**src/rtl/mtsw_pkg.sv**
```systemverilog
// Shared types, codes and constants for the task stall watchdog.
`default_nettype none
package mtsw_pkg;

    // Default number of supervised task slots
    localparam int TASK_SLOTS_DEF = 8;

    // Field widths
    localparam int OP_W     = 3;
    localparam int ID_W     = 4;
    localparam int TIME_W   = 32;
    localparam int STATUS_W = 2;
    localparam int MISS_W   = 8;
    localparam int SEC_W    = 23;
    localparam int CFG_IDX_W = 1;
    localparam int CFG_DATA_W = 32;

    // Millisecond to second conversion
    localparam int MS_PER_S = 1000;
    localparam int FRAC_W   = 10;

    // Configuration reset values
    localparam logic [TIME_W-1:0] CHECK_INTERVAL_RST = TIME_W'(1000);
    localparam logic [MISS_W-1:0] MISS_THRESHOLD_RST = MISS_W'(3);
    localparam logic [MISS_W-1:0] MISS_MAX = '1;

    // Operation codes
    typedef enum logic [OP_W-1:0] {
        OP_TICK       = 3'd0,
        OP_KICK       = 3'd1,
        OP_REGISTER   = 3'd2,
        OP_UNREGISTER = 3'd3,
        OP_CHECKIN    = 3'd4,
        OP_QUERY      = 3'd5,
        OP_START      = 3'd6
    } t_op;

    // Result status codes
    typedef enum logic [STATUS_W-1:0] {
        ST_OK       = 2'd0,
        ST_BAD_PARAM = 2'd1,
        ST_INACTIVE = 2'd2
    } t_status;

    // Configuration register indexes
    typedef enum logic [CFG_IDX_W-1:0] {
        CFG_CHECK_INTERVAL = 1'd0,
        CFG_MISS_THRESHOLD = 1'd1
    } t_cfg_idx;

endpackage
`default_nettype wire

```
**src/rtl/multi_task_stall_watchdog.sv**
```systemverilog
// Top level of the multi-slot task stall watchdog with its slot table and sequencer.
//
// Usage: items enter on i_in_valid/o_in_ready carrying op, task id and period; one
// result per item leaves on o_out_valid/i_out_ready. Configuration writes go through
// i_cfg_valid/o_cfg_ready (ready whenever out of reset) with a register index and
// data; the user must make them only while the block is idle, which it does not enforce.
// Sequence: a plain op passes through S_EXEC to S_FIN; a kick goes through S_CHECK
// and, when a table scan runs, S_SCAN before S_FIN, which loads the result once the
// output register is free. The scan visits one slot per cycle through a single
// subtract-and-compare unit, which also decides whether the check interval has
// elapsed. One item is in work at a time: o_in_ready returns when the result is
// loaded, so a new item is not taken before the last one is through.
// The result sits in an output register: a new item is taken while it waits, and
// the sequencer holds its finished result until the receiver frees the register.
// Reset (synchronous, active low) clears the clock, all slot flags and counters,
// the statistics and the output valid, and restores the configuration defaults.
`default_nettype none
module multi_task_stall_watchdog
    import mtsw_pkg::*;
#(
    parameter int TASK_SLOTS = TASK_SLOTS_DEF
) (
    input  wire logic                  i_clk,
    input  wire logic                  i_rst_n,
    // Input item channel
    input  wire logic                  i_in_valid,
    output logic                       o_in_ready,
    input  wire logic [OP_W-1:0]       i_op,
    input  wire logic [ID_W-1:0]       i_task_id,
    input  wire logic [TIME_W-1:0]     i_period_ms,
    // Result channel
    output logic                       o_out_valid,
    input  wire logic                  i_out_ready,
    output logic [STATUS_W-1:0]        o_status,
    output logic                       o_task_stalled,
    output logic                       o_any_stalled,
    output logic [MISS_W-1:0]          o_miss_cnt,
    output logic [TIME_W-1:0]          o_checkin_cnt,
    output logic [TIME_W-1:0]          o_stalls_detected,
    output logic [ID_W-1:0]            o_recent_stall_slot,
    output logic [SEC_W-1:0]           o_stall_time_s,
    output logic                       o_check_ran,
    output logic [TIME_W-1:0]          o_kick_count,
    // Configuration write channel
    input  wire logic                  i_cfg_valid,
    output logic                       o_cfg_ready,
    input  wire logic [CFG_IDX_W-1:0]  i_cfg_index,
    input  wire logic [CFG_DATA_W-1:0] i_cfg_data
);

    localparam int IDX_W = (TASK_SLOTS > 1) ? $clog2(TASK_SLOTS) : 1;
    localparam logic [IDX_W-1:0] LAST_IDX = IDX_W'(TASK_SLOTS - 1);

    typedef enum logic [2:0] {
        S_IDLE,
        S_EXEC,
        S_CHECK,
        S_SCAN,
        S_FIN
    } t_state;

    t_state r_state;

    // Latched item
    t_op               r_op;
    logic [ID_W-1:0]   r_id;
    logic [TIME_W-1:0] r_period;
    logic [IDX_W-1:0]  r_idx;
    t_status           r_status;
    logic              r_ran;

    // Global state
    logic [TIME_W-1:0] r_now;
    logic [FRAC_W-1:0] r_ms_frac;
    logic [SEC_W-1:0]  r_sec;
    logic [TIME_W-1:0] r_last_check;
    logic [TIME_W-1:0] r_stall_counter;
    logic [ID_W-1:0]   r_recent_slot;
    logic [SEC_W-1:0]  r_recent_sec;
    logic [TIME_W-1:0] r_kicks;
    logic [TIME_W-1:0] r_check_interval;
    logic [MISS_W-1:0] r_miss_threshold;

    // Slot table
    logic [TASK_SLOTS-1:0] r_active;
    logic [TASK_SLOTS-1:0] r_stalled;
    logic [TIME_W-1:0]     r_slot_period [TASK_SLOTS];
    logic [TIME_W-1:0]     r_slot_checkin [TASK_SLOTS];
    logic [MISS_W-1:0]     r_slot_misses [TASK_SLOTS];
    logic [TIME_W-1:0]     r_slot_checkins [TASK_SLOTS];

    // Result register
    logic                r_out_valid;
    t_status             r_o_status;
    logic                r_o_task_stalled;
    logic                r_o_any_stalled;
    logic [MISS_W-1:0]   r_o_miss_cnt;
    logic [TIME_W-1:0]   r_o_checkin_cnt;
    logic [TIME_W-1:0]   r_o_stalls_detected;
    logic [ID_W-1:0]     r_o_recent_stall_slot;
    logic [SEC_W-1:0]    r_o_stall_time_s;
    logic                r_o_check_ran;
    logic [TIME_W-1:0]   r_o_kick_count;

    // Shared elapsed-time unit: (now - base) compared against a limit
    logic [TIME_W-1:0] cmp_base;
    logic [TIME_W-1:0] cmp_limit;
    logic [TIME_W-1:0] cmp_diff;
    logic              cmp_ge;
    logic              cmp_gt;

    logic              id_valid;
    logic [MISS_W-1:0] miss_inc;
    logic              out_free;

    // Select operands for the shared unit by sequencer step
    always_comb begin
        if (r_state == S_SCAN) begin
            cmp_base  = r_slot_checkin[r_idx];
            cmp_limit = r_slot_period[r_idx];
        end else begin
            cmp_base  = r_last_check;
            cmp_limit = r_check_interval;
        end
        cmp_diff = r_now - cmp_base;
        cmp_ge   = (cmp_diff >= cmp_limit);
        cmp_gt   = (cmp_diff > cmp_limit);
    end

    assign id_valid = ({1'b0, r_id} < (ID_W + 1)'(TASK_SLOTS));
    assign miss_inc = (r_slot_misses[r_idx] == MISS_MAX) ? MISS_MAX
                                                         : r_slot_misses[r_idx] + 1'b1;
    assign out_free = !r_out_valid || i_out_ready;

    // Sequencer, slot table, statistics, configuration and result register
    always_ff @(posedge i_clk) begin
        if (!i_rst_n) begin
            r_state          <= S_IDLE;
            r_now            <= '0;
            r_ms_frac        <= '0;
            r_sec            <= '0;
            r_last_check     <= '0;
            r_stall_counter  <= '0;
            r_recent_slot    <= '0;
            r_recent_sec     <= '0;
            r_kicks          <= '0;
            r_check_interval <= CHECK_INTERVAL_RST;
            r_miss_threshold <= MISS_THRESHOLD_RST;
            r_active         <= '0;
            r_stalled        <= '0;
            r_out_valid      <= 1'b0;
            r_ran            <= 1'b0;
            r_status         <= ST_OK;
            for (int k = 0; k < TASK_SLOTS; k++) begin
                r_slot_misses[k]   <= '0;
                r_slot_checkins[k] <= '0;
            end
        end else begin
            // Drop the result once it is taken, unless a new one is loaded now
            if (r_out_valid && i_out_ready && r_state != S_FIN) begin
                r_out_valid <= 1'b0;
            end

            // Write configuration registers
            if (i_cfg_valid) begin
                unique case (t_cfg_idx'(i_cfg_index))
                    CFG_CHECK_INTERVAL: r_check_interval <= i_cfg_data;
                    CFG_MISS_THRESHOLD: r_miss_threshold <= i_cfg_data[MISS_W-1:0];
                    default: ;
                endcase
            end

            unique case (r_state)
                // Latch an incoming item
                S_IDLE: begin
                    if (i_in_valid) begin
                        r_op     <= t_op'(i_op);
                        r_id     <= i_task_id;
                        r_period <= i_period_ms;
                        r_idx    <= i_task_id[IDX_W-1:0];
                        r_status <= ST_OK;
                        r_ran    <= 1'b0;
                        r_state  <= (t_op'(i_op) == OP_KICK) ? S_CHECK : S_EXEC;
                    end
                end

                // Apply a single-slot or clock op
                S_EXEC: begin
                    r_state <= S_FIN;
                    unique case (r_op)
                        OP_TICK: begin
                            if (r_now == '1) begin
                                r_ms_frac <= '0;
                                r_sec     <= '0;
                            end else if (r_ms_frac == FRAC_W'(MS_PER_S - 1)) begin
                                r_ms_frac <= '0;
                                r_sec     <= r_sec + 1'b1;
                            end else begin
                                r_ms_frac <= r_ms_frac + 1'b1;
                            end
                            r_now <= r_now + 1'b1;
                        end
                        OP_REGISTER: begin
                            if (!id_valid || r_period == '0) begin
                                r_status <= ST_BAD_PARAM;
                            end else begin
                                r_slot_period[r_idx]   <= r_period;
                                r_slot_checkin[r_idx]  <= r_now;
                                r_slot_misses[r_idx]   <= '0;
                                r_slot_checkins[r_idx] <= '0;
                                r_active[r_idx]        <= 1'b1;
                                r_stalled[r_idx]       <= 1'b0;
                            end
                        end
                        OP_UNREGISTER: begin
                            if (!id_valid) begin
                                r_status <= ST_BAD_PARAM;
                            end else begin
                                r_active[r_idx] <= 1'b0;
                            end
                        end
                        OP_CHECKIN: begin
                            if (!id_valid) begin
                                r_status <= ST_BAD_PARAM;
                            end else if (!r_active[r_idx]) begin
                                r_status <= ST_INACTIVE;
                            end else begin
                                r_slot_checkin[r_idx]  <= r_now;
                                r_slot_misses[r_idx]   <= '0;
                                r_stalled[r_idx]       <= 1'b0;
                                r_slot_checkins[r_idx] <= r_slot_checkins[r_idx] + 1'b1;
                            end
                        end
                        OP_QUERY: begin
                            if (!id_valid) begin
                                r_status <= ST_BAD_PARAM;
                            end
                        end
                        OP_START: begin
                            r_last_check <= r_now;
                        end
                        default: begin
                            r_status <= ST_BAD_PARAM;
                        end
                    endcase
                end

                // Count the kick and decide whether a scan is due
                S_CHECK: begin
                    r_kicks <= r_kicks + 1'b1;
                    if (cmp_ge) begin
                        r_last_check <= r_now;
                        r_ran        <= 1'b1;
                        r_idx        <= '0;
                        r_state      <= S_SCAN;
                    end else begin
                        r_state <= S_FIN;
                    end
                end

                // Visit one slot per cycle
                S_SCAN: begin
                    if (r_active[r_idx]) begin
                        if (cmp_gt) begin
                            r_slot_misses[r_idx] <= miss_inc;
                            if (miss_inc >= r_miss_threshold && !r_stalled[r_idx]) begin
                                r_stalled[r_idx] <= 1'b1;
                                r_stall_counter  <= r_stall_counter + 1'b1;
                                r_recent_slot    <= ID_W'(r_idx);
                                r_recent_sec     <= r_sec;
                            end
                        end else begin
                            r_slot_misses[r_idx] <= '0;
                            r_stalled[r_idx]     <= 1'b0;
                        end
                    end
                    if (r_idx == LAST_IDX) begin
                        r_idx   <= r_id[IDX_W-1:0];
                        r_state <= S_FIN;
                    end else begin
                        r_idx <= r_idx + 1'b1;
                    end
                end

                // Load the result once the output register is free
                S_FIN: begin
                    if (out_free) begin
                        r_out_valid           <= 1'b1;
                        r_o_status            <= r_status;
                        r_o_task_stalled      <= id_valid && r_stalled[r_idx];
                        r_o_any_stalled       <= |(r_active & r_stalled);
                        r_o_miss_cnt          <= id_valid ? r_slot_misses[r_idx] : '0;
                        r_o_checkin_cnt       <= id_valid ? r_slot_checkins[r_idx] : '0;
                        r_o_stalls_detected   <= r_stall_counter;
                        r_o_recent_stall_slot <= r_recent_slot;
                        r_o_stall_time_s      <= r_recent_sec;
                        r_o_check_ran         <= r_ran;
                        r_o_kick_count        <= r_kicks;
                        r_state               <= S_IDLE;
                    end
                end

                default: r_state <= S_IDLE;
            endcase
        end
    end

    assign o_in_ready          = (r_state == S_IDLE) && i_rst_n;
    assign o_cfg_ready         = i_rst_n;
    assign o_out_valid         = r_out_valid;
    assign o_status            = r_o_status;
    assign o_task_stalled      = r_o_task_stalled;
    assign o_any_stalled       = r_o_any_stalled;
    assign o_miss_cnt          = r_o_miss_cnt;
    assign o_checkin_cnt       = r_o_checkin_cnt;
    assign o_stalls_detected   = r_o_stalls_detected;
    assign o_recent_stall_slot = r_o_recent_stall_slot;
    assign o_stall_time_s      = r_o_stall_time_s;
    assign o_check_ran         = r_o_check_ran;
    assign o_kick_count        = r_o_kick_count;

endmodule
`default_nettype wire

```
**config.mk**
```make
export PLATFORM = sky130hd
export DESIGN_NAME = multi_task_stall_watchdog
export DESIGN_NICKNAME = d
export VERILOG_FILES = /design/src/rtl/mtsw_pkg.sv /design/src/rtl/multi_task_stall_watchdog.sv
export SDC_FILE = /design/constraint.sdc
export NUM_CORES = 2
export LEC_CHECK = 0
export BUFFER_PORTS_ARGS = -buffer_cell sky130_fd_sc_hd__buf_2
export CAP_MARGIN = 20
export CORE_ASPECT_RATIO = 0.75
export CORE_MARGIN = 1.5
export CORE_UTILIZATION = 60
export DETAILED_ROUTE_END_ITERATION = 10
export GPL_TIMING_DRIVEN = 0
export PLACE_DENSITY = 0.78
export SYNTH_ARGS = -nofsm -noshare
export SYNTH_HDL_FRONTEND = slang
export SYNTH_SLANG_ARGS = --single-unit
```
**constraint.sdc**
```tcl
create_clock -name i_clk -period 22.7 [get_ports i_clk]
set_input_delay 1.135 -clock i_clk [delete_from_list [all_inputs] [get_ports i_clk]]
set_output_delay 1.135 -clock i_clk [all_outputs]
set_load 0.01 [all_outputs]
```
== Word level (Yosys, flattened, before mapping) ==
Memory sizes are Yosys's and may differ from the RTL's. A register that Yosys moved wholly into a read port is not among the register bits.
Index checks and enable logic that the tools add are counted.

* Register bits after elaboration: 427
* Word-level logic and storage cells: 220
* Bits of input ports: 77
* Memories kept: 4
* Output and inout port bits: 139
* RAM bits: 832

{| class="wikitable"
|+ Memories
! memory !! words !! width !! read ports !! clocked after Yosys merged registers in !! wr ports !! RTL line !! RTL
|-
| r_slot_checkin || 8 || 32 || 1 || 1 || 1 || multi_task_stall_watchdog.sv:88 || <nowiki>logic [TIME_W-1:0] r_slot_checkin [TASK_SLOTS];</nowiki>
|-
| r_slot_checkins || 8 || 32 || 1 || 1 || 8 || multi_task_stall_watchdog.sv:90 || <nowiki>logic [TIME_W-1:0] r_slot_checkins [TASK_SLOTS];</nowiki>
|-
| r_slot_period || 8 || 32 || 1 || 1 || 1 || multi_task_stall_watchdog.sv:87 || <nowiki>logic [TIME_W-1:0] r_slot_period [TASK_SLOTS];</nowiki>
|-
| r_slot_misses || 8 || 8 || 1 || 1 || 8 || multi_task_stall_watchdog.sv:89 || <nowiki>logic [MISS_W-1:0] r_slot_misses [TASK_SLOTS];</nowiki>
|}

* Bitwise operators: 12
* Equal/unequal tests: 32
* Reduce and logical (&&, ||, !) cells: 40
* Multiplexer cells: 87
* Magnitude comparators: 6
* $add $sub $neg: 9

{| class="wikitable"
|+ Operator list
! kind !! number
|-
| 2-to-1 mux 32 bit || 7
|-
| adder 32 x 1 -> 32 bit, second input constant || 4
|-
| 2-to-1 mux 8 bit || 13
|-
| one-hot mux 32 bit (2 select lines) || 1
|-
| one-hot mux 8 bit (2 select lines) || 3
|-
| 2-to-1 mux 23 bit || 2
|-
| 2-to-1 mux 3 bit || 13
|-
| equality test 32 bit, second input constant || 1
|-
| greater-or-equal comparator 32 bit || 1
|-
| greater-than comparator 32 bit || 1
|-
| zero test 32 bit || 1
|-
| 2-to-1 mux 1 bit || 32
|-
| OR reduction 32 bit || 1
|-
| subtractor 32 bit || 1
|-
| bitwise AND 8 bit || 3
|-
| adder 23 x 1 -> 23 bit, second input constant || 1
|-
| 2-to-1 mux 10 bit || 2
|-
| inequality test 3 bit, second input constant || 6
|-
| AND reduction 3 bit || 6
|-
| bitwise OR 8 bit || 2
|-
| OR reduction 8 bit || 2
|-
| equality test 3 bit, second input constant || 5
|-
| one-hot mux 3 bit (5 select lines) || 1
|-
| equality test 3 x 2 -> 1 bit, second input constant || 4
|-
| 36 further kinds || 73
|}

== Depth between registers and ports, before layout ==
* Depth after elaboration: 13
* Depth in mapped cells: 36
* Depth with buffers taken out: 25

== Worst setup path before layout ==
No wires, ideal clock.

* Kind: input to register
* Start point: input i_rst_n
* End point: register r_o_any_stalled, in the netlist o_any_stalled (enable)
* Slack: 14.289 ns
* Setup time: 0.646 ns
* Buffers on the path: 2
* Stages on the path: 4
* Required time: 22.054 ns
* Arrival: 7.764 ns
* Cell sequence: clkbuf_1 -> clkbuf_1 -> nand3_1 -> nor2b_1

* Longest elaborated chain between the ends: 1

{| class="wikitable"
|+ Ends and longest elaborated chain
! element !! RTL line !! RTL
|-
| start: declaration || multi_task_stall_watchdog.sv:24 || <nowiki>input wire logic i_rst_n,</nowiki>
|-
| AND reduction 3 bit (no source line) || n/a ||
|-
| end signal: assignment || multi_task_stall_watchdog.sv:291 || <nowiki>r_o_any_stalled <= |(r_active & r_stalled);</nowiki>
|-
| end: declaration || multi_task_stall_watchdog.sv:96 || <nowiki>logic r_o_any_stalled;</nowiki>
|}

No other way between the ends.
A chain may end at the register's enable or synchronous reset.

==> results.cfg <==
[routing]
drtIter0Drc = 4969
top_layer = met5
wl_met1_um = 54800
ant_nets = 0
vias = 35000
dr_wl_met3_um = 16700
vias_per_cell = 6.40
wirelength_um = 140000
wl_met2_um = 62900
route.detailed.drc = 0
dr.pass1.iters = 6
wl_per_cell_um = 25.6

[power_and_ir_drop]
vdd_ir_drop_max_mv = 0.0707
p_clk_share_pct = 38.7
p_int_w = 0.00401
combPwrFrac_pct = 13.8
p_sw_w = 0.00135
power_density_nw_per_um2 = 88.5
p_leak_nw = 21.1
power.total_w = 0.00536
swShare_pct = 25.1
pwr-share-seq_pct = 47.5

[setup_path]
worst_setup_path_end_kind = flip-flop
cp.required_ns = 23.32
cp.arrival_ns = 11.83
reg2reg_slack_ns = 11.48
max_stage_delay_ns = 0.83
crit_type = flip-flop to flip-flop
slowest_stage = nor4_1
endpoint = r_recent_sec[10]
reg2reg_depth = 33
worst_path_most_repeated_cell = a21oi_1
start_kind = flip-flop
crit_path_max_fanout = 10
r2r-end = r_recent_sec[10]

[synthesis]
synthCells = 3857
synth_fp_nets = 4015
synth-edff-count = 1009
avgSynthCellArea_sq_um = 13.8
synth_cell_types = 91
synth-seq-cells = 1262
netlist_area_sq_um = 53300
yosysSeqAreaShare_pct = 66.4
ys_warn_count = 0
synth_top_flop_cell = edfxtp_1
ys_async_sr_fraction_pct = 0

[grt]
grt_max_degree = 34
antenna_found_initial = 4
grt_overflow = 0
grt_pass1_vias = 34100
grt_pass1_wl_um = 208000
grtUsageTotal_pct = 30.8

[place]
dpl.hpwl_um = 93200
routabilityCongestion = 0.956
port_buffers = 214
dpl_cell_area_sq_um = 56400

[sta]
finalCritPeriodShare_pct = 49.4
fin_skew_ns = 0.0349
tightest_slew_ns = 1.24
timing.hold.ws_ns = 0.431
relSlewSlack_pct = 16.4
rsz0062_at_grt = no
hold_viol = 0
fin_crit_ns = 11.22
slew_viol_final = 0
setup_tns_ns = 0
setup-violations-final = 0
fmax_mhz = 89.2

[final_layout]
fin_util_pct = 68.9
layout_common_cells = edfxtp_1, nor2_1, nand2_1
drive_above_1_share_pct = 16.4
fin_nets = 4375
area_growth_pct = 13.7
fillers = 5756
stdcell_area_sq_um = 60600
final_common_cell = edfxtp_1

[die]
die_h_um = 261
rows = 94
fp.dieArea_sq_um = 90600
initial_core_util_pct = 60.6
io_pins = 216
core_sq_um = 87900
die_x_um = 347

[min_path]
hold_path_class = flip-flop to flip-flop

[clock_tree]
root_buffer = clkbuf_16
cts.repair.resized = 0
clk_latency_ns = 0.71
cts_buffers = 116
cts.reportedPaths.clkPinSlew_ns = 0.07
cts.sinks = 1262
clockBufferDepth = 3
cts_tree = yes
post_cts_buffers = 0
hold_buffers = 0
htree_levels = 3

[status]
status = finished clean

[job]
cap_violations = 0
[sequential cells by signal (all words and copies together) (netlist names), 4 cells and up, named ones only]
signal             flops
o_kick_count          32
r_period              32
o_stall_time_s        23
r_stall_counter       32
r_slot_period        256
r_kicks               32
r_slot_checkin       256
r_ms_frac             10
r_sec                 23
r_last_check          32
o_checkin_cnt         32
r_now                 32
r_slot_checkins      256
r_recent_sec          23
r_id                   4
o_stalls_detected     32
o_miss_cnt             8
r_check_interval      32
r_slot_misses         64
r_miss_threshold       8
[critical path: cells and delay by family, from the launching register on]
kind	cells	cell delay, ns
xor gates and xnor gates	1	0.27
AOI/OAI and AO/OA	11	3.01
buffers and inverters	10	4.14
muxes	1	0.33
adders and majority gates	2	0.58
DFF	1	0.37
and+or+nand+nor	8	2.39
[synth_stat cells (all sizes together), types with 3 or more instances]
cell type | instances | area share, %
nor3b | 4 | 0.087
or4 | 14 | 0.20
o41ai | 7 | 0.12
o211a | 3 | 0.056
inv | 54 | 0.38
and2 | 15 | 0.18
dfxtp | 253 | 9.5
clkbuf | 138 | 0.97
nand2 | 422 | 3.0
o211ai | 4 | 0.056
nand4 | 47 | 0.58
o311ai | 5 | 0.082
xor2 | 73 | 1.3
nand2b | 30 | 0.35
and3 | 22 | 0.26
a31o | 4 | 0.066
nand3b | 5 | 0.070
nor2 | 534 | 3.8
a211oi | 6 | 0.085
xnor2 | 69 | 1.1
mux4 | 210 | 9.2
nor2b | 13 | 0.15
nor3 | 27 | 0.29
and4 | 8 | 0.13
or2 | 8 | 0.099
or3 | 29 | 0.35
o22ai | 4 | 0.047
o21bai | 8 | 0.11
edfxtp | 1009 | 57
buf | 62 | 0.74
nor4 | 24 | 0.33
nand3 | 103 | 0.97
or3b | 3 | 0.049
o21ai | 88 | 0.83
o31ai | 12 | 0.17
o2111ai | 4 | 0.066
a2111oi | 4 | 0.11
a21o | 30 | 0.43
ha | 80 | 1.9
a21oi | 314 | 2.9
o21a | 8 | 0.11
a22oi | 13 | 0.18
mux2i | 61 | 1.2
[cells by family (layout without fill, tap and decap cells)]
kind of cell | after synthesis | after routing | synth area share (%)
xor+xnor | 142 | 142 | 2.39
compound gates | 527 | 527 | 5.71
buf+inv | 254 | 717 | 2.10
mux | 273 | 273 | 10.4
simple gates | 1317 | 1317 | 11.1
flops | 1262 | 1262 | 66.4
fa+ha+maj | 81 | 81 | 1.92
other cells | 1 | 4 | 0.00704
[area by class of cell]
| type | instances | area [sq um] | area share, % |
|---|---|---|---|
| Sequential cell | 1262 | 35400 | 58.4 |
| Timing Repair Buffer | 242 | 1690 | 2.78 |
| Clock inverter | 78 | 915 | 1.51 |
| Antenna cell | 3 | 7.51 | 0.0124 |
| Inverter | 54 | 203 | 0.335 |
| Buffer | 200 | 913 | 1.51 |
| Clock buffer | 143 | 3150 | 5.20 |
| Tap cell | 1152 | 1440 | 2.38 |
| Multi-Input combinational cell | 2341 | 16900 | 27.9 |
[how the worst min path moves through the flow]
stage                        from                endpoint  depth (start not counted)
6_report         r_recent_sec[20]      o_stall_time_s[20]                          0
5_1_grt           r_recent_sec[8]       o_stall_time_s[8]                          0
4_1_cts          r_recent_slot[2]  o_recent_stall_slot[2]                          0
3_5_place_dp     r_recent_sec[20]      o_stall_time_s[20]                          0
3_3_place_gp     r_recent_sec[14]      o_stall_time_s[14]                          0
2_1_floorplan  r_stall_counter[3]    o_stalls_detected[3]                          0
[per-stage QoR]
stage	setup slack [ns]	cells
floorplan	14.29	3857
global placement	10.95	5223
detailed placement	11.91	5248
CTS	11.72	5469
global route	11.07	5472
finish	11.48	5475
[power groups by stage]
| stage | sequential (W) | combinational (W) | clock [W] |
|---|---|---|---|
| final | 0.00255 | 0.000740 | 0.00207 |
| after global routing | 0.00255 | 0.000780 | 0.00217 |
| after CTS | 0.00255 | 0.000726 | 0.00208 |
| after detailed placement | 0.00259 | 0.000715 | 0 |
| after global placement | 0.00260 | 0.000692 | 0 |
| after floorplan | 0.00259 | 0.000493 | 0 |
[layer usage]
layer / up-vias / GRT usage [%]
li1: 15200 / -
met1: 17300 / 43.7
met2: 2219 / 46.8
met3: 351 / 6.97
met4: 2 / 12.3
met5: - / 0
Power figures use the tool's default switching activity.
